==> src/u8u16_pkg.sv <==
// Shared types, constants and the lead-byte classifier of the UTF-8 to UTF-16 decoder.
package u8u16_pkg;

  // Width of the internal code unit counter; the reported count is 16 bits wide.
  localparam int unsigned CountBits = 16;

  localparam int unsigned ByteW  = 8;
  localparam int unsigned UnitW  = 16;
  localparam int unsigned LenW   = 3;
  localparam int unsigned QDepth = 2;

  // Wide enough to compare any counter width against 16-bit values.
  localparam int unsigned CmpW = 33;

  localparam logic [UnitW-1:0] UnsupportedUnit = 16'hFF1F;
  localparam logic [UnitW-1:0] Mask2Lead       = 16'h07C0;
  localparam logic [UnitW-1:0] Mask3Lead       = 16'hF000;
  localparam logic [UnitW-1:0] Mask3Second     = 16'h0FC0;
  localparam logic [UnitW-1:0] MaskLow6        = 16'h003F;
  localparam logic [UnitW-1:0] CountMax        = 16'hFFFF;

  localparam logic [ByteW-1:0] BomByte0 = 8'hEF;
  localparam logic [ByteW-1:0] BomByte1 = 8'hBB;
  localparam logic [ByteW-1:0] BomByte2 = 8'hBF;

  typedef enum logic [1:0] {
    StatusOk      = 2'd0,
    StatusBadLead = 2'd1,
    StatusFull    = 2'd2
  } status_e;

  // One classified byte as it waits between front and back.
  typedef struct packed {
    logic [ByteW-1:0] in_byte;
    logic             in_last;
    logic [LenW-1:0]  len;      // sequence length if this byte is a lead; 0 = invalid lead
  } cls_t;

  // Sequence length implied by a lead byte, 0 for continuation bytes and 0xFE/0xFF.
  function automatic logic [LenW-1:0] lead_length(input logic [ByteW-1:0] b);
    logic [LenW-1:0] len;
    len = 3'd0;
    if (b[7] == 1'b0)            len = 3'd1;
    else if (b[7:6] == 2'b10)    len = 3'd0;
    else if (b[7:5] == 3'b110)   len = 3'd2;
    else if (b[7:4] == 4'b1110)  len = 3'd3;
    else if (b[7:3] == 5'b11110) len = 3'd4;
    else if (b[7:2] == 6'b111110) len = 3'd5;
    else if (b[7:1] == 7'b1111110) len = 3'd6;
    return len;
  endfunction

endpackage

==> src/u8u16_if.sv <==
// Valid/ready channel interfaces for bytes in, results out and the capacity write.
interface u8u16_in_if import u8u16_pkg::*; ();
  logic             valid;
  logic             ready;
  logic [ByteW-1:0] in_byte;
  logic             in_last;

  modport source (output valid, output in_byte, output in_last, input ready);
  modport sink   (input valid, input in_byte, input in_last, output ready);
endinterface

interface u8u16_out_if import u8u16_pkg::*; ();
  logic             valid;
  logic             ready;
  logic [UnitW-1:0] code_unit;
  logic             unit_valid;
  logic             string_done;
  logic [1:0]       status;
  logic [UnitW-1:0] unit_count;

  modport source (output valid, output code_unit, output unit_valid, output string_done,
                  output status, output unit_count, input ready);
  modport sink   (input valid, input code_unit, input unit_valid, input string_done,
                  input status, input unit_count, output ready);
endinterface

interface u8u16_cfg_if import u8u16_pkg::*; ();
  logic             valid;
  logic             ready;
  logic [UnitW-1:0] capacity;

  modport source (output valid, output capacity, input ready);
  modport sink   (input valid, input capacity, output ready);
endinterface

==> src/utf8_to_utf16_decoder.sv <==
// Top level of the streaming UTF-8 to UTF-16 (BMP) decoder.
//
// Bytes enter on byte_i, one request per byte, with in_last on the final byte
// of a string. The block takes one byte per clock cycle while results are
// taken; each byte waits in the front-end queue and its result in the back
// end's output register until it leaves on unit_o. The back end updates the
// decode state (bytes left, lead and second byte, unit count) one byte each
// cycle. A front end classifies each byte's lead length and holds it in a
// two-entry queue, so input and output stall independently; the back end
// keeps its result in an output register and takes the next queued byte in
// the same cycle that result is taken. Each 1-, 2- or 3-byte sequence gives
// one code unit, longer sequences give 0xFF1F, and a leading EF BB BF is
// dropped. An invalid lead byte or a full capacity stops output for the rest
// of the string. A result leaves when a unit is emitted or on the final byte,
// which also reports status and the saturating unit count and clears the
// per-string state. Write capacity through cfg_i only while the block is idle;
// zero means count only, with no units emitted.
module utf8_to_utf16_decoder import u8u16_pkg::*; (
  input  logic       clk_i,
  input  logic       rst_ni,
  u8u16_cfg_if.sink  cfg_i,
  u8u16_in_if.sink   byte_i,
  u8u16_out_if.source unit_o
);

  logic [UnitW-1:0] capacity_q;
  logic             head_valid;
  logic             head_pop;
  cls_t             head;

  // The capacity register takes a write request in any cycle.
  assign cfg_i.ready = 1'b1;

  always_ff @(posedge clk_i or negedge rst_ni) begin
    if (!rst_ni) begin
      capacity_q <= '0;
    end else if (cfg_i.valid) begin
      capacity_q <= cfg_i.capacity;
    end
  end

  // Classify and queue incoming bytes.
  u8u16_front u_front (
    .clk_i        (clk_i),
    .rst_ni       (rst_ni),
    .byte_i       (byte_i),
    .head_valid_o (head_valid),
    .head_o       (head),
    .head_pop_i   (head_pop)
  );

  // Decode queued bytes and hold results until taken.
  u8u16_back u_back (
    .clk_i        (clk_i),
    .rst_ni       (rst_ni),
    .capacity_i   (capacity_q),
    .head_valid_i (head_valid),
    .head_i       (head),
    .head_pop_o   (head_pop),
    .unit_o       (unit_o)
  );

endmodule

==> src/u8u16_front.sv <==
// Front end: accept bytes, classify the lead length and hold them in a two-entry queue.
module u8u16_front import u8u16_pkg::*; (
  input  logic           clk_i,
  input  logic           rst_ni,
  u8u16_in_if.sink       byte_i,
  output logic           head_valid_o,
  output cls_t           head_o,
  input  logic           head_pop_i
);

  localparam int unsigned PtrW = $clog2(QDepth);
  localparam int unsigned CntW = $clog2(QDepth + 1);

  cls_t            mem_q [QDepth];
  logic [PtrW-1:0] wr_ptr_q, wr_ptr_d;
  logic [PtrW-1:0] rd_ptr_q, rd_ptr_d;
  logic [CntW-1:0] count_q, count_d;
  logic            push, pop;
  cls_t            entry;

  assign byte_i.ready = (count_q != CntW'(QDepth));
  assign push         = byte_i.valid && byte_i.ready;
  assign head_valid_o = (count_q != '0);
  assign pop          = head_pop_i && head_valid_o;
  assign head_o       = mem_q[rd_ptr_q];

  always_comb begin
    entry.in_byte = byte_i.in_byte;
    entry.in_last = byte_i.in_last;
    entry.len     = lead_length(byte_i.in_byte);
  end

  always_comb begin
    wr_ptr_d = wr_ptr_q;
    rd_ptr_d = rd_ptr_q;
    count_d  = count_q;
    if (push) begin
      wr_ptr_d = (wr_ptr_q == PtrW'(QDepth - 1)) ? '0 : wr_ptr_q + PtrW'(1);
    end
    if (pop) begin
      rd_ptr_d = (rd_ptr_q == PtrW'(QDepth - 1)) ? '0 : rd_ptr_q + PtrW'(1);
    end
    if (push && !pop) begin
      count_d = count_q + CntW'(1);
    end else if (pop && !push) begin
      count_d = count_q - CntW'(1);
    end
  end

  always_ff @(posedge clk_i or negedge rst_ni) begin
    if (!rst_ni) begin
      wr_ptr_q <= '0;
      rd_ptr_q <= '0;
      count_q  <= '0;
    end else begin
      wr_ptr_q <= wr_ptr_d;
      rd_ptr_q <= rd_ptr_d;
      count_q  <= count_d;
    end
  end

  always_ff @(posedge clk_i) begin
    if (push) begin
      mem_q[wr_ptr_q] <= entry;
    end
  end

endmodule

==> src/u8u16_back.sv <==
// Back end: per-string decode state, code unit assembly and the output register.
module u8u16_back import u8u16_pkg::*; (
  input  logic             clk_i,
  input  logic             rst_ni,
  input  logic [UnitW-1:0] capacity_i,
  input  logic             head_valid_i,
  input  cls_t             head_i,
  output logic             head_pop_o,
  u8u16_out_if.source      unit_o
);

  logic [LenW-1:0]      bytes_left_q, bytes_left_d;
  logic [LenW-1:0]      seq_length_q, seq_length_d;
  logic [ByteW-1:0]     lead_byte_q, lead_byte_d;
  logic [ByteW-1:0]     second_byte_q, second_byte_d;
  logic [CountBits-1:0] units_seen_q, units_seen_d;
  status_e              stop_code_q, stop_code_d;
  logic                 at_start_q, at_start_d;

  logic             out_valid_q, out_valid_d;
  logic [UnitW-1:0] code_unit_q, code_unit_d;
  logic             unit_valid_q, unit_valid_d;
  logic             string_done_q, string_done_d;
  status_e          status_q, status_d;
  logic [UnitW-1:0] unit_count_q, unit_count_d;

  logic             adv, complete, emit, bom, cap_hit;
  logic [ByteW-1:0] third;
  logic [LenW-1:0]  pos;
  logic [UnitW-1:0] unit;

  function automatic logic [UnitW-1:0] decode_unit(input logic [LenW-1:0]  seq,
                                                  input logic [ByteW-1:0] lead,
                                                  input logic [ByteW-1:0] second,
                                                  input logic [ByteW-1:0] thrd);
    logic [UnitW-1:0] u;
    unique case (seq)
      3'd1:    u = {8'd0, lead};
      3'd2:    u = (({8'd0, lead} << 6) & Mask2Lead) | ({8'd0, second} & MaskLow6);
      3'd3:    u = (({8'd0, lead} << 12) & Mask3Lead) | (({8'd0, second} << 6) & Mask3Second)
                   | ({8'd0, thrd} & MaskLow6);
      default: u = UnsupportedUnit;
    endcase
    return u;
  endfunction

  // Advance one queued byte whenever the output register is free or being drained.
  assign adv        = head_valid_i && (!out_valid_q || unit_o.ready);
  assign head_pop_o = adv;
  assign cap_hit    = (capacity_i != '0) && (CmpW'(units_seen_q) >= CmpW'(capacity_i));
  assign pos        = seq_length_q - bytes_left_q;

  always_comb begin
    bytes_left_d  = bytes_left_q;
    seq_length_d  = seq_length_q;
    lead_byte_d   = lead_byte_q;
    second_byte_d = second_byte_q;
    units_seen_d  = units_seen_q;
    stop_code_d   = stop_code_q;
    at_start_d    = at_start_q;
    complete      = 1'b0;
    third         = '0;
    emit          = 1'b0;
    bom           = 1'b0;
    unit          = '0;

    if (stop_code_q == StatusOk) begin
      if (bytes_left_q == '0) begin
        if (head_i.len == '0) begin
          stop_code_d = StatusBadLead;
        end else if (cap_hit) begin
          stop_code_d = StatusFull;
        end else begin
          lead_byte_d   = head_i.in_byte;
          second_byte_d = '0;
          seq_length_d  = head_i.len;
          bytes_left_d  = head_i.len - LenW'(1);
          complete      = (head_i.len == LenW'(1)) || head_i.in_last;
        end
      end else begin
        if (pos == LenW'(1)) begin
          second_byte_d = head_i.in_byte;
        end else if (pos == LenW'(2)) begin
          third = head_i.in_byte;
        end
        bytes_left_d = bytes_left_q - LenW'(1);
        complete     = (bytes_left_q == LenW'(1)) || head_i.in_last;
      end
    end

    if (complete) begin
      // Drop a byte-order mark only as the first sequence of a string.
      bom = at_start_q && (seq_length_d == LenW'(3)) && (lead_byte_d == BomByte0)
            && (second_byte_d == BomByte1) && (third == BomByte2);
      at_start_d   = 1'b0;
      bytes_left_d = '0;
      if (!bom) begin
        if (units_seen_q != '1) begin
          units_seen_d = units_seen_q + CountBits'(1);
        end
        if (capacity_i != '0) begin
          unit = decode_unit(seq_length_d, lead_byte_d, second_byte_d, third);
          emit = 1'b1;
        end
      end
    end

    code_unit_d   = emit ? unit : '0;
    unit_valid_d  = emit;
    string_done_d = head_i.in_last;
    status_d      = stop_code_d;
    unit_count_d  = (CmpW'(units_seen_d) > CmpW'(CountMax)) ? CountMax : UnitW'(units_seen_d);

    if (head_i.in_last) begin
      bytes_left_d  = '0;
      seq_length_d  = '0;
      lead_byte_d   = '0;
      second_byte_d = '0;
      units_seen_d  = '0;
      stop_code_d   = StatusOk;
      at_start_d    = 1'b1;
    end
  end

  always_comb begin
    out_valid_d = out_valid_q;
    if (adv) begin
      out_valid_d = emit || head_i.in_last;
    end else if (unit_o.ready) begin
      out_valid_d = 1'b0;
    end
  end

  always_ff @(posedge clk_i or negedge rst_ni) begin
    if (!rst_ni) begin
      bytes_left_q  <= '0;
      seq_length_q  <= '0;
      lead_byte_q   <= '0;
      second_byte_q <= '0;
      units_seen_q  <= '0;
      stop_code_q   <= StatusOk;
      at_start_q    <= 1'b1;
      out_valid_q   <= 1'b0;
    end else begin
      out_valid_q <= out_valid_d;
      if (adv) begin
        bytes_left_q  <= bytes_left_d;
        seq_length_q  <= seq_length_d;
        lead_byte_q   <= lead_byte_d;
        second_byte_q <= second_byte_d;
        units_seen_q  <= units_seen_d;
        stop_code_q   <= stop_code_d;
        at_start_q    <= at_start_d;
      end
    end
  end

  always_ff @(posedge clk_i) begin
    if (adv) begin
      code_unit_q   <= code_unit_d;
      unit_valid_q  <= unit_valid_d;
      string_done_q <= string_done_d;
      status_q      <= status_d;
      unit_count_q  <= unit_count_d;
    end
  end

  assign unit_o.valid       = out_valid_q;
  assign unit_o.code_unit   = code_unit_q;
  assign unit_o.unit_valid  = unit_valid_q;
  assign unit_o.string_done = string_done_q;
  assign unit_o.status      = status_q;
  assign unit_o.unit_count  = unit_count_q;

endmodule

==> src/flat_wrapper.sv <==
// flat-port wrapper written by rule: the top's interface ports become plain ports
module utf8_to_utf16_decoder_flat import u8u16_pkg::*;
  (clk_i, rst_ni, cfg_i_valid, cfg_i_capacity, cfg_i_ready, byte_i_valid, byte_i_in_byte, byte_i_in_last, byte_i_ready, unit_o_valid, unit_o_code_unit, unit_o_unit_valid, unit_o_string_done, unit_o_status, unit_o_unit_count, unit_o_ready);
  u8u16_cfg_if cfg_i_i ();
  u8u16_in_if byte_i_i ();
  u8u16_out_if unit_o_i ();
  input  logic clk_i;
  input  logic rst_ni;
  input wire logic [$bits(cfg_i_i.valid)-1:0] cfg_i_valid;
  input wire logic [$bits(cfg_i_i.capacity)-1:0] cfg_i_capacity;
  output wire logic [$bits(cfg_i_i.ready)-1:0] cfg_i_ready;
  input wire logic [$bits(byte_i_i.valid)-1:0] byte_i_valid;
  input wire logic [$bits(byte_i_i.in_byte)-1:0] byte_i_in_byte;
  input wire logic [$bits(byte_i_i.in_last)-1:0] byte_i_in_last;
  output wire logic [$bits(byte_i_i.ready)-1:0] byte_i_ready;
  output wire logic [$bits(unit_o_i.valid)-1:0] unit_o_valid;
  output wire logic [$bits(unit_o_i.code_unit)-1:0] unit_o_code_unit;
  output wire logic [$bits(unit_o_i.unit_valid)-1:0] unit_o_unit_valid;
  output wire logic [$bits(unit_o_i.string_done)-1:0] unit_o_string_done;
  output wire logic [$bits(unit_o_i.status)-1:0] unit_o_status;
  output wire logic [$bits(unit_o_i.unit_count)-1:0] unit_o_unit_count;
  input wire logic [$bits(unit_o_i.ready)-1:0] unit_o_ready;
  assign cfg_i_i.valid = cfg_i_valid;
  assign cfg_i_i.capacity = cfg_i_capacity;
  assign cfg_i_ready = cfg_i_i.ready;
  assign byte_i_i.valid = byte_i_valid;
  assign byte_i_i.in_byte = byte_i_in_byte;
  assign byte_i_i.in_last = byte_i_in_last;
  assign byte_i_ready = byte_i_i.ready;
  assign unit_o_valid = unit_o_i.valid;
  assign unit_o_code_unit = unit_o_i.code_unit;
  assign unit_o_unit_valid = unit_o_i.unit_valid;
  assign unit_o_string_done = unit_o_i.string_done;
  assign unit_o_status = unit_o_i.status;
  assign unit_o_unit_count = unit_o_i.unit_count;
  assign unit_o_i.ready = unit_o_ready;
  utf8_to_utf16_decoder u_core (.clk_i(clk_i), .rst_ni(rst_ni), .cfg_i(cfg_i_i), .byte_i(byte_i_i), .unit_o(unit_o_i));
endmodule
==> config.mk <==
export PLATFORM = sky130hd
export DESIGN_NAME = utf8_to_utf16_decoder_flat
export DESIGN_NICKNAME = d
export VERILOG_FILES = /design/src/u8u16_pkg.sv /design/src/u8u16_if.sv /design/src/utf8_to_utf16_decoder.sv /design/src/u8u16_front.sv /design/src/u8u16_back.sv /design/src/flat_wrapper.sv
export SDC_FILE = /design/constraint.sdc
export NUM_CORES = 1
export LEC_CHECK = 0
export BUFFER_PORTS_ARGS = -buffer_cell sky130_fd_sc_hd__buf_2
export CAP_MARGIN = 20
export CORE_MARGIN = 2
export CORE_UTILIZATION = 55
export DETAILED_ROUTE_END_ITERATION = 7
export PLACE_DENSITY = 0.86
export RECOVER_POWER = 50
export SKIP_CTS_REPAIR_TIMING = 1
export SYNTH_ARGS = -nofsm -noshare
export SYNTH_HDL_FRONTEND = slang
export SYNTH_SLANG_ARGS = --single-unit
==> constraint.sdc <==
create_clock -name clk_i -period 4.6 [get_ports clk_i]
set_input_delay 0.46 -clock clk_i [delete_from_list [all_inputs] [get_ports clk_i]]
set_output_delay 0.46 -clock clk_i [all_outputs]
set_load 0.02 [all_outputs]
### Word-level counts from Yosys, hierarchy flattened

Memories as Yosys holds them, arrays and structs flattened.
Cells that the tools add are included.

| word-level totals | value |
|---|---|
| bits in registers | 98 |
| bits in latches | 0 |
| memory bits (writable) | 24 |
| ROM bits | 0 |
| bits of input ports | 30 |
| output and inout port bits | 39 |
| word-level logic and storage cells | 142 |
| memories kept | 1 |

Memory list:

| memory | depth | bits a word | rd ports | clocked after memory_dff | write ports | RTL line | source |
|---|---|---|---|---|---|---|---|
| u_core.u_front.mem_q | 2 | 12 | 1 | 0 | 1 | u8u16_front.sv:14 | `cls_t mem_q [QDepth];` |

| operators by class | value |
|---|---|
| $add $sub $neg | 8 |
| multiply operators | 0 |
| divide/modulo/power cells | 0 |
| magnitude comparators | 1 |
| eq/ne operators | 20 |
| shift operators | 0 |
| multiplexer cells | 60 |
| bitwise logic cells | 6 |
| reduce and logical (&&, ||, !) cells | 29 |

Operator list:

| cell | count |
|---|---|
| $mux W8 | 15 |
| $mux W16 | 4 |
| $mux W3 | 18 |
| $pmux W16 S3 | 1 |
| $eq A8 B8 Y1 const B | 3 |
| $add A16 B1 Y16 const B | 1 |
| $ge A16 B16 Y1 | 1 |
| $ne A16 B16 Y1 const B | 1 |
| $or A16 B12 Y16 | 1 |
| $or A16 B6 Y16 | 1 |
| $reduce_bool A16 Y1 | 1 |
| $mux W1 | 15 |
| $mux W2 | 7 |
| $eq A3 B1 Y1 const B | 4 |
| $or A11 B6 Y11 | 1 |
| $logic_and A1 B1 Y1 | 10 |
| $eq A3 B2 Y1 const B | 3 |
| $ne A4 B4 Y1 const B | 2 |
| $reduce_bool A2 Y1 | 4 |
| $eq A7 B7 Y1 const B | 1 |
| $eq A6 B6 Y1 const B | 1 |
| $logic_not A3 Y1 | 2 |
| $sub A3 B1 Y3 const B | 2 |
| $eq A5 B5 Y1 const B | 1 |
| other kinds (16) | 24 |

### Longest topological paths before layout

Gate-level depths: netlist (run 1).

| logic depth | value |
|---|---|
| word-level depth | 15 |
| gate-level depth with buffers | 15 |

### Cells and area by module

Synthesis (run 1) repeated with hierarchy kept, for this count alone.

| second synthesis, totals | value |
|---|---|
| cell total of the unflattened synthesis | 624 |
| area total of the unflattened synthesis | 6,836.6 µm² |

By module, submodules not included:

| module | instances | cells each | area an instance (µm²) | seq. area each (µm²) |
|---|---|---|---|---|
| u8u16_back | 1 | 523 | 5,047.3 | 2,133.3 |
| u8u16_front | 1 | 65 | 1,128.6 | 820.8 |
| utf8_to_utf16_decoder | 1 | 36 | 660.6 | 400.4 |

### Least setup slack after synthesis (run 1)

Ideal clock, no wire load.

| path | value |
|---|---|
| path type | register -> register |
| start | register u_core.u_back.seq_length_q[0] |
| end | register u_core.u_back.unit_count_q[1], in the netlist u_core.u_back.unit_o.unit_count[1], data pin |
| library setup time | 0.260 ns |
| arrival | 3.040 ns |
| path slack | 1.300 ns |
| cell stages (with the launch flop) | 14 |
| buffers on the path | 2 |
| path through | dfrtp_1 -> inv_1 -> ha_1 -> inv_1 -> fa_1 -> xnor3_1 -> o311ai_0 -> o211ai_1 -> and4bb_4 -> o2111ai_4 -> o211ai_4 -> buf_6 -> buf_6 -> mux2_2 |

| on the way | value |
|---|---|
| cells in the longest elaborated chain, start to end | 11 |
| elaborated cells on any way between the ends | 23 |
| classes of those cells | add/sub: 1; eq/ne: 5; mux: 13; reduce/logical: 4 |

RTL lines:

| element | RTL line | source |
|---|---|---|
| from (decl) | u8u16_back.sv:13 | `logic [LenW-1:0] seq_length_q, seq_length_d;` |
| from (signal assigned) | u8u16_back.sv:148 | `seq_length_q <= seq_length_d;` |
| branches (longest 8 deep; another with $sub A3 B3 Y3) | -- |  |
| $logic_and A1 B1 Y1 (*) | u8u16_back.sv:94 | `&& (second_byte_d == BomByte1) && (third == BomByte2);` |
| $mux W16 (*) | u8u16_back.sv:97 | `if (!bom) begin` |
| $mux W16 (*) | u8u16_back.sv:91 | `if (complete) begin` |
| named net u_core.u_back.unit_count_d[1] | u8u16_back.sv:25 | `logic [UnitW-1:0] unit_count_q, unit_count_d;` |
| to (signal assigned) | u8u16_back.sv:164 | `unit_count_q <= unit_count_d;` |
| to (decl) | u8u16_back.sv:25 |  |

Mark *: on every way through the listed nets, which the timed path passes.
A chain may end at the register's enable or synchronous reset.

### Worst setup path after layout (run 1)

| path | value |
|---|---|
| start | register u_core.u_back.units_seen_q[7] |
| end | register u_core.u_back.code_unit_q[2], in the netlist u_core.u_back.unit_o.code_unit[2], data pin |

| on the way | value |
|---|---|
| cells in the longest elaborated chain, start to end | 15 |
| elaborated cells on any way between the ends | 34 |
| classes of those cells | order compare: 1; eq/ne: 5; mux: 19; bitwise: 3; reduce/logical: 6 |

RTL lines:

| element | RTL line | source |
|---|---|---|
| from (decl) | u8u16_back.sv:16 | `logic [CountBits-1:0] units_seen_q, units_seen_d;` |
| from (signal assigned) | u8u16_back.sv:151 | `units_seen_q <= units_seen_d;` |
| $ge A16 B16 Y1 (*) | u8u16_back.sv:50 | `assign cap_hit = (capacity_i != '0) && (CmpW'(units_seen_q) >= CmpW'(capacity_i));` |
| $logic_and A1 B1 Y1 (*) | u8u16_back.sv:50 |  |
| $mux W3 | u8u16_back.sv:71 | `end else if (cap_hit) begin` |
| $mux W3 | u8u16_back.sv:69 | `if (head_i.len == '0) begin` |
| $mux W3 | u8u16_back.sv:68 | `if (bytes_left_q == '0) begin` |
| $mux W3 | u8u16_back.sv:67 | `if (stop_code_q == StatusOk) begin` |
| $eq A3 B2 Y1 | u8u16_back.sv:37, u8u16_back.sv:93 |  |
| $logic_and A1 B1 Y1 (2 in series) | u8u16_back.sv:93 | `bom = at_start_q && (seq_length_d == LenW'(3)) && (lead_byte_d == BomByte0)` |
| $logic_and A1 B1 Y1 (2 in series) | u8u16_back.sv:94 |  |
| $mux W1 | u8u16_back.sv:97 |  |
| $mux W1 | u8u16_back.sv:91 |  |
| $not A1 Y1 (no source line) | -- |  |
| $reduce_or A4 Y1 (no source line) | -- |  |
| to (signal assigned) | u8u16_back.sv:160 | `code_unit_q <= code_unit_d;` |
| to (decl) | u8u16_back.sv:21 | `logic [UnitW-1:0] code_unit_q, code_unit_d;` |

Every way passes the cells marked *; elsewhere a longest branch is shown, timed or not.

==> results.yml, run 1 <==
outcome:
  outcome: "complete, but fails checks"
  violations: "max-capacitance violations, max-slew violations"
detailed_routing:
  vias: 5340
  antenna_left: 0
  drt-pass1-iter-count: 6
  routed_wirelength_mm: 16.04
  wl_per_cell_um: 18.79
  drc: 0
  drt-initial-drc-count: 603
  via_per_inst: 6.253
run:
  drv_cap: 2
sta:
  slew_headroom: -1.284
  fmax_mhz: 264.9
  fin_ws_ns: 0.8254
  tns_ns: 0
  drv_slew: 101
  worstMarginPinSlew_ns: 3.425
  finClkSkew_ns: 0.007105
  finalCriticalPeriod_ns: 3.775
  finalHoldViolCount: 0
  post-route-period-util: 0.8206
  setup_viol: 0
  rsz0062_at_grt: "no"
place:
  place_hpwl_mm: 10.97
  place_ws_ns: 0.9078
  io_buffer_count: 67
  placed_cells_incl_taps: 822
  place_congestion: 0.9448
logic_synthesis:
  synthArstFlopShare: 0.5082
  post_synth_num_cell_types: 76
  yosysTopAreaCell: "edfxtp_1"
  synth-adder-area-share: 0.05042
  synth_flop_cell: "dfrtp_1"
  synth-compound-area-share: 0.1660
  synthSimpleGateAreaFrac: 0.1649
  synthMuxAreaShare: 0.04189
  synth-xor-area-share: 0.02597
  ys_ff_latch: 122
  synth_edf_count: 60
  synth_commonest_cells: "nand2_1, dfrtp_1, edfxtp_1, o21ai_0"
  yosys-top-cells-area: "edfxtp_1, dfrtp_1, ha_1"
  syn_inst: 629
  synth_top_family_by_area: "compound AO/OA/AOI/OAI gates"
  syn-cell-area_um2: 6601
  syn_avg_cell_area_um2: 10.49
  syn-num-nets: 685
  yosysMostFrequentCell: "nand2_1"
  yosysSeqAreaShare: 0.5082
  ys_warn_count: 0
  synth_top_area_frac: 0.2729
clocking:
  path_clk_slew_ns: 0.06
  cts.sinks: 122
  clock-root-buffer: "clkbuf_16"
  numCtsBuffers: 17
  htree_num_levels: 4
  clk_latency_ns: 0.42
  cts_buffer_depth: 2
  cts_tree: "done"
final_layout:
  n_antenna_cell: 0
  final_core_util: 0.6389
  area_growth_pct: 14.80
  nets: 750
  drive_gt1_frac: 0.1174
  stdcell_count: 854
worst_setup_path:
  critPathCaptureType: "flip-flop"
  crit_slowest_cell: "a21oi_1"
  start_kind: "flip-flop"
  worstPathCellList: "ha_1 > a21oi_1 > o21ai_0 > a211oi_1 > a21o_1 > nand2_1 > a21oi_1 > a2111oi_0 > a211oi_1"
  startpoint: "u_core.u_back.units_seen_q[7]"
  crit_fanout: 11
  cp.arrival_ns: 3.99
  path_class: "reg2reg"
  regToRegStartpoint: "u_core.u_back.units_seen_q[7]"
  cp_data_required_time_ns: 4.82
  cpPeakStageDelay_ns: 0.81
power_and_ir_drop:
  power.density_nw_per_um2: 725.9
  p_total_mw: 5.501
  leakage_nw: 3.123
  vdd_ir_drop_max_mv: 0.3666
die:
  num_rows: 40
  fp.dieH_um: 113.6
  floorplan.initialDensity: 0.5565
  die_width_um: 113.6
  pin_count: 69
  fp.dieArea_um2: 12890
  core_area_um2: 11860
global_routing:
  grt_usage: 0.2571
  grtUsageMet1: 0.3547
  grt_pass1_wl_mm: 25.82
  met2_usage: 0.3968
  grt_pass1_vias: 5121
  grt-busiest-layer: "met2"
  grt_antenna_before_repair: 0
  grt_max_degree: 63
  grtUsageMet3: 0.06429
  overflow: 0
worst_hold_path:
  min_from: "byte_i_in_byte[0]"
  hold_class: "in2reg"
==> report_power, final <==
part | switching [mW] | leakage, nW | internal [mW]
combinational | 1.60 | 1.44 | 0.716
clock | 0.473 | 0.284 | 0.899
sequential | 0.230 | 1.40 | 1.59
==> final cells by class <==
type,count,area (um2)
clock inverter,13,176.4
sequential,122,3354
inverter,36,135.1
clock buffer,19,432.9
timing repair buffer,74,322.8
fill,940,4283
tap,147,183.9
multi-input combinational,443,2973
==> routing by layer <==
metal  routed length, um  vias to the layer above  part of all wire
met5                   0                        -                 0
met4                 390                        0             0.024
met3                1372                       46             0.086
met2                7303                      265              0.46
met1                6976                     2558              0.43
li1                    -                     2471                 -
==> worst paths after layout <==
kind / cells past startpoint / slack (ns) / end
worst max-delay path: 9 / 0.83 / u_core.u_back.unit_o.code_unit[2]
worst min-delay path: 1 / 0.23 / u_core.u_front.mem_q[1][4]
worst max register to register: 9 / 0.83 / u_core.u_back.unit_o.code_unit[2]
worst min register to register: 2 / 0.48 / u_core.u_back.bytes_left_q[1]
max in group asynchronous: 2 / 1.37 / u_core.u_back.lead_byte_q[1]
min in group asynchronous: 2 / 1.30 / u_core.capacity_q[0]
==> flip-flops by register name (all words and copies together), names as in the netlist, 2 cells and up <==
| signal | count |
|---|---|
| u_core.u_front.mem_q | 24 |
| u_core.u_back.units_seen_q | 16 |
| u_core.u_back.unit_o.unit_count | 16 |
| u_core.u_back.seq_length_q | 3 |
| u_core.u_back.lead_byte_q | 8 |
| u_core.capacity_q | 16 |
| u_core.u_back.stop_code_q | 2 |
| u_core.u_back.unit_o.code_unit | 16 |
| u_core.u_back.unit_o.status | 2 |
| u_core.u_back.second_byte_q | 8 |
| u_core.u_back.bytes_left_q | 3 |
| u_core.u_front.count_q | 2 |
==> critical path: cells and delay by family (launching register included) <==
kind | cells | cell delay, ns
compound gates | 7 | 2.44
flops | 1 | 0.50
fa+ha+maj | 1 | 0.38
simple gates | 1 | 0.25
==> placed cells by master (no fill, tap or decap), types with 8 or more instances in the layout <==
cell type	synthesis	routed
a21oi_1	30	30
a22o_1	12	12
and3_1	9	9
buf_2	4	21
clkbuf_1	15	50
clkbuf_16	0	17
dfrtp_1	61	61
edfxtp_1	60	60
ha_1	25	25
inv_1	36	36
mux2_2	13	13
mux2i_1	13	13
nand2_1	70	70
nand3_1	29	29
nor2_1	36	36
nor3_1	13	13
nor4_1	13	13
o211ai_1	9	9
o21ai_0	41	40
xnor2_1	9	9
xor2_1	8	8
==> kinds of logic (layout without fill, tap and decap cells) <==
kind of cell | Yosys count | in the layout
AND/OR/NAND/NOR | 216 | 216
AO/OA/AOI/OAI | 156 | 156
flip-flops | 122 | 122
buffers and inverters | 64 | 142
adder cells (fa/ha/maj) | 26 | 26
multiplexers | 26 | 26
XOR/XNOR | 18 | 18
other | 1 | 1
==> metrics by stage <==
stage,instance area [um2],hold slack [ns]
3_3_place_gp,7034,0.4685
6_report,7579,0.2335
2_1_floorplan,6601,0.1644
5_1_grt,7579,0.2267
4_1_cts,7644,0.2218
3_5_place_dp,7034,0.4765
No activity file was read; power rests on OpenSTA's default activity.
==> inputs of run 2 (changes only) <==
- clock period: 4.6 -> 3.9 ns (I/O delays scaled with it)
==> results.yml, run 2 (synthesis gave the netlist of run 1 again) <==
outcome:
  outcome: "complete, but fails checks"
  violations: "max-capacitance violations, max-slew violations"
clocking:
  htree_num_levels: 4
  path_clk_slew_ns: 0.05
  cts_buffer_depth: 2
  clock-root-buffer: "clkbuf_16"
  clk_latency_ns: 0.43
  numCtsBuffers: 17
  cts_tree: "done"
  cts.sinks: 122
detailed_routing:
  via_per_inst: 6.255
  wl_per_cell_um: 19.05
  drt-pass1-iter-count: 5
  routed_wirelength_mm: 16.49
  antenna_left: 0
  vias: 5417
  drt-initial-drc-count: 530
  drc: 0
worst_setup_path:
  cpMostUsedCell: "inv_1"
  critPathCaptureType: "flip-flop"
  crit_family: "compound AO/OA/AOI/OAI gates"
  cp_data_required_time_ns: 4.21
  rr_worst_depth: 12
  cp.arrival_ns: 4.02
  start_kind: "flip-flop"
  crit_slowest_cell: "dfrtp_1"
  path_class: "reg2reg"
  crit_buf_inv: 2
  worstPathCellList: "inv_1 > ha_1 > inv_1 > fa_1 > xnor3_1 > nand4bb_4 > o211ai_1 > and4bb_4 > o2111ai_4 > o211ai_4 > or2_1 > a311o_1"
  crit_fanout: 26
  cp.depth: 12
  cpPeakStageDelay_ns: 0.43
sta:
  finalCriticalPeriod_ns: 3.711
  drv_slew: 103
  fin_ws_ns: 0.1893
  rsz0062_at_grt: "no"
  finClkSkew_ns: 0.006705
  worstMarginPinSlew_ns: 1.867
  slew_headroom: -0.2443
  tns_ns: 0
  fmax_mhz: 269.5
  post-route-period-util: 0.9515
  setup_viol: 0
  fin_hold_ws_ns: 0.1510
  finalHoldViolCount: 0
final_layout:
  fin_area_um2: 7694
  final_cell_mix: "nand2_1, dfrtp_1, edfxtp_1"
  regMostFlops: "u_core.u_front.mem_q"
  nets: 762
  layout_commonest_cell: "nand2_1"
  fillers: 925
  seqCellArea_um2: 3354
  area_growth_pct: 16.55
  drive_gt1_frac: 0.1349
  multi_input_area_um2: 2973
  largest_register_ffs: 24
  n_antenna_cell: 0
global_routing:
  grt_antenna_before_repair: 0
  grt_pass1_wl_mm: 26.52
  overflow: 0
  grt_pass1_vias: 5123
  grt_usage: 0.2673
  grt_max_degree: 38
power_and_ir_drop:
  power.density_nw_per_um2: 873.9
  p_total_mw: 6.724
  power.internal_mw: 3.960
  leakage_nw: 3.201
  seq_power_share: 0.316
  vdd_ir_drop_max_mv: 0.4003
  p_comb_frac: 0.433
  swShare: 0.4111
  p_clk_frac: 0.251
  p_sw_mw: 2.764
worst_hold_path:
  hold_class: "in2reg"
  min_delay_path_depth: 1
place:
  place_hpwl_mm: 11.55
  io_buffer_count: 67
  place_congestion: 0.9607
  place_ws_ns: 0.2366
  dpl_cell_area_um2: 7109
die:
  pin_count: 69
  die_width_um: 113.6
  floorplan.initialDensity: 0.5565
  fp.dieArea_um2: 12890
  fp.dieH_um: 113.6
  num_rows: 40
  core_area_um2: 11860
run:
  drv_cap: 3
## run 2: cell count changes in the layout (fill, tap and decap cells not counted), sizes merged
cell      change
buf          +14
clkinvlp      -1
bufinv        +1
clkinv        +1
clkbuf        -3
## run 2: power by group through the flow
stage          Clock [mW]  Sequential (mW)  Combinational, mW
2_1_floorplan           0             2.30               1.82
3_3_place_gp            0             2.11               2.78
3_5_place_dp            0             2.13               2.85
4_1_cts              1.70             2.11               2.89
5_1_grt              1.77             2.16               3.14
6_report             1.69             2.12               2.91
## run 2: final timing paths
check	from	to	slack [ns]
setup / recovery	u_core.u_back.seq_length_q[0]	u_core.u_back.units_seen_q[6]	0.19
hold / removal	byte_i_in_last	u_core.u_front.mem_q[0][3]	0.15
setup reg to reg	u_core.u_back.seq_length_q[0]	u_core.u_back.units_seen_q[6]	0.19
hold reg to reg	u_core.u_front.wr_ptr_q	u_core.u_front.wr_ptr_q	0.50
max in group asynchronous	rst_ni	u_core.u_back.second_byte_q[1]	1.14
min in group asynchronous	rst_ni	u_core.capacity_q[1]	0.38
## run 2: routing by layer
layer	GRT usage	share of wire	up-vias
met3	0.07120	0.096	54
li1	-	-	2487
met5	0	0	-
met2	0.4024	0.45	293
met1	0.3669	0.42	2583
met4	0.1187	0.032	0
## run 2: area by class of cell
type,instances,share of cell area
tap,147,0.02391
timing repair buffer,86,0.05399
clock buffer,18,0.05578
clock inverter,14,0.02635
inverter,36,0.01756
multi-input combinational,443,0.3864
sequential,122,0.4360
## run 2: metrics by stage
| step | instances | utilization |
|---|---|---|
| after floorplan | 629 | - |
| after global placement | 832 | 0.5994 |
| after detailed placement | 832 | 0.5994 |
| after CTS | 864 | 0.6526 |
| after global routing | 866 | 0.6486 |
| final | 866 | 0.6486 |
==> inputs of run 3 (changes only) <==
- SETUP_SLACK_MARGIN: not set -> 0.5
==> results.yml, run 3 (synthesis gave the netlist of run 1 again) <==
outcome:
  outcome: "complete, but fails checks"
  violations: "max-capacitance violations, max-slew violations"
detailed_routing:
  via_per_inst: 6.373
  drc: 0
  drt-pass1-iter-count: 6
  routed_wirelength_mm: 17.67
  drt-initial-drc-count: 686
  wl_met1_mm: 7.275
  wl_per_cell_um: 20.03
  topRoutingLayerUsed: "met4"
  dr_wl_met2_mm: 8.011
  antenna_left: 0
  vias: 5621
  met3WireLength_mm: 1.788
global_routing:
  grt_usage: 0.2673
  grt_antenna_before_repair: 0
  grt_max_degree: 38
  overflow: 0
  grt_pass1_vias: 5123
  grt_pass1_wl_mm: 26.52
die:
  pin_count: 69
  num_rows: 40
  die_width_um: 113.6
  core_area_um2: 11860
  fp.dieH_um: 113.6
  fp.dieArea_um2: 12890
  floorplan.initialDensity: 0.5565
worst_setup_path:
  cpPeakStageDelay_ns: 0.50
  critPathCaptureType: "flip-flop"
  path_class: "reg2reg"
  start_kind: "flip-flop"
  worstPathCellList: "ha_1 > a21oi_1 > o21ai_0 > a211oi_2 > a21oi_4 > buf_4 > o221ai_4 > buf_4 > o211ai_4 > buf_4 > or3_1 > o21ai_1"
  crit_slowest_cell: "dfrtp_1"
  cpMostUsedCell: "buf_4"
  crit_fanout: 7
  cp.arrival_ns: 3.75
  cp_data_required_time_ns: 4.25
sta:
  drv_slew: 103
  finClkSkew_ns: 0.006006
  worstMarginPinSlew_ns: 1.878
  finalHoldViolCount: 0
  rsz0062_at_grt: "no"
  finalCriticalPeriod_ns: 3.395
  post-route-period-util: 0.8706
  fmax_mhz: 294.5
  slew_headroom: -0.2517
  tns_ns: 0
  setup_viol: 0
power_and_ir_drop:
  p_sw_mw: 2.914
  p_comb_frac: 0.458
  p_clk_frac: 0.240
  p_total_mw: 7.032
  swShare: 0.4144
  seq_power_share: 0.302
  power.density_nw_per_um2: 885.8
  vdd_ir_drop_max_mv: 0.4113
  power.internal_mw: 4.118
  leakage_nw: 3.327
final_layout:
  regMostFlops: "u_core.u_front.mem_q"
  final_cell_mix: "nand2_1, dfrtp_1, edfxtp_1"
  multi_input_area_um2: 3122
  fin_area_um2: 7939
  largest_register_ffs: 24
  nets: 778
  area_growth_pct: 20.26
  layout_commonest_cell: "nand2_1"
  seqCellArea_um2: 3354
  drive_gt1_frac: 0.1687
  fillers: 891
  n_antenna_cell: 0
  final_core_util: 0.6693
  stdcell_count: 882
run:
  drv_cap: 3
clocking:
  cts_buffer_depth: 2
  clock-root-buffer: "clkbuf_16"
  numCtsBuffers: 17
  cts_tree: "done"
  clk_latency_ns: 0.43
  path_clk_slew_ns: 0.06
  cts.sinks: 122
  htree_num_levels: 4
place:
  place_congestion: 0.9607
  io_buffer_count: 67
  place_hpwl_mm: 11.55
  dpl_cell_area_um2: 7109
  placed_cells_incl_taps: 832
worst_hold_path:
  hold_class: "in2reg"
-- run 3: layout make-up --
cell class,count,share of cell area
Clock buffer,18,0.05406
Inverter,36,0.01702
Timing Repair Buffer,99,0.06446
Tap cell,147,0.02317
Clock inverter,14,0.02553
Multi-Input combinational cell,446,0.3932
Sequential cell,122,0.4225
-- run 3: metrics by stage --
| step | hold WS, ns | setup WS, ns |
|---|---|---|
| finish | 0.1512 | 0.5048 |
| global route | 0.1461 | 0.4510 |
| CTS | 0.01110 | 0.2159 |
| detailed placement | 0.4613 | 0.2366 |
| global placement | 0.4543 | 0.3690 |
| floorplan | 0.09441 | 0.6000 |
-- run 3: path summary, 6_finish.rpt --
kind | endpoint | cells past startpoint | startpoint | slack (ns)
max | u_core.u_back.units_seen_q[0] | 12 | u_core.u_back.units_seen_q[5] | 0.50
min | u_core.u_front.mem_q[0][3] | 1 | byte_i_in_last | 0.15
max reg2reg | u_core.u_back.units_seen_q[0] | 12 | u_core.u_back.units_seen_q[5] | 0.50
min reg2reg | u_core.u_front.wr_ptr_q | 1 | u_core.u_front.wr_ptr_q | 0.50
max in group asynchronous | u_core.u_back.units_seen_q[6] | 2 | rst_ni | 1.07
min in group asynchronous | u_core.capacity_q[1] | 1 | rst_ni | 0.39
-- run 3: critical path: cells and delay by family (launching register included) --
| family | cells | cell delay, ns |
|---|---|---|
| buffers and inverters | 3 | 0.62 |
| AOI/OAI and AO/OA | 7 | 1.47 |
| and+or+nand+nor | 1 | 0.34 |
| adders and majority gates | 1 | 0.39 |
| DFF | 1 | 0.50 |
-- run 3: power groups by stage --
stage          Combinational [mW]  Clock (mW)  Sequential [mW]
2_1_floorplan                1.82           0             2.30
3_3_place_gp                 2.78           0             2.11
3_5_place_dp                 2.85           0             2.13
4_1_cts                      2.89        1.70             2.11
5_1_grt                      3.44        1.77             2.16
6_report                     3.22        1.69             2.12
-- run 3: routing by layer --
metal / GRT usage / vias to the layer above
li1: - / 2522
met1: 0.3669 / 2698
met2: 0.4024 / 338
met4: 0.1187 / 0
met3: 0.07120 / 63
met5: 0 / -
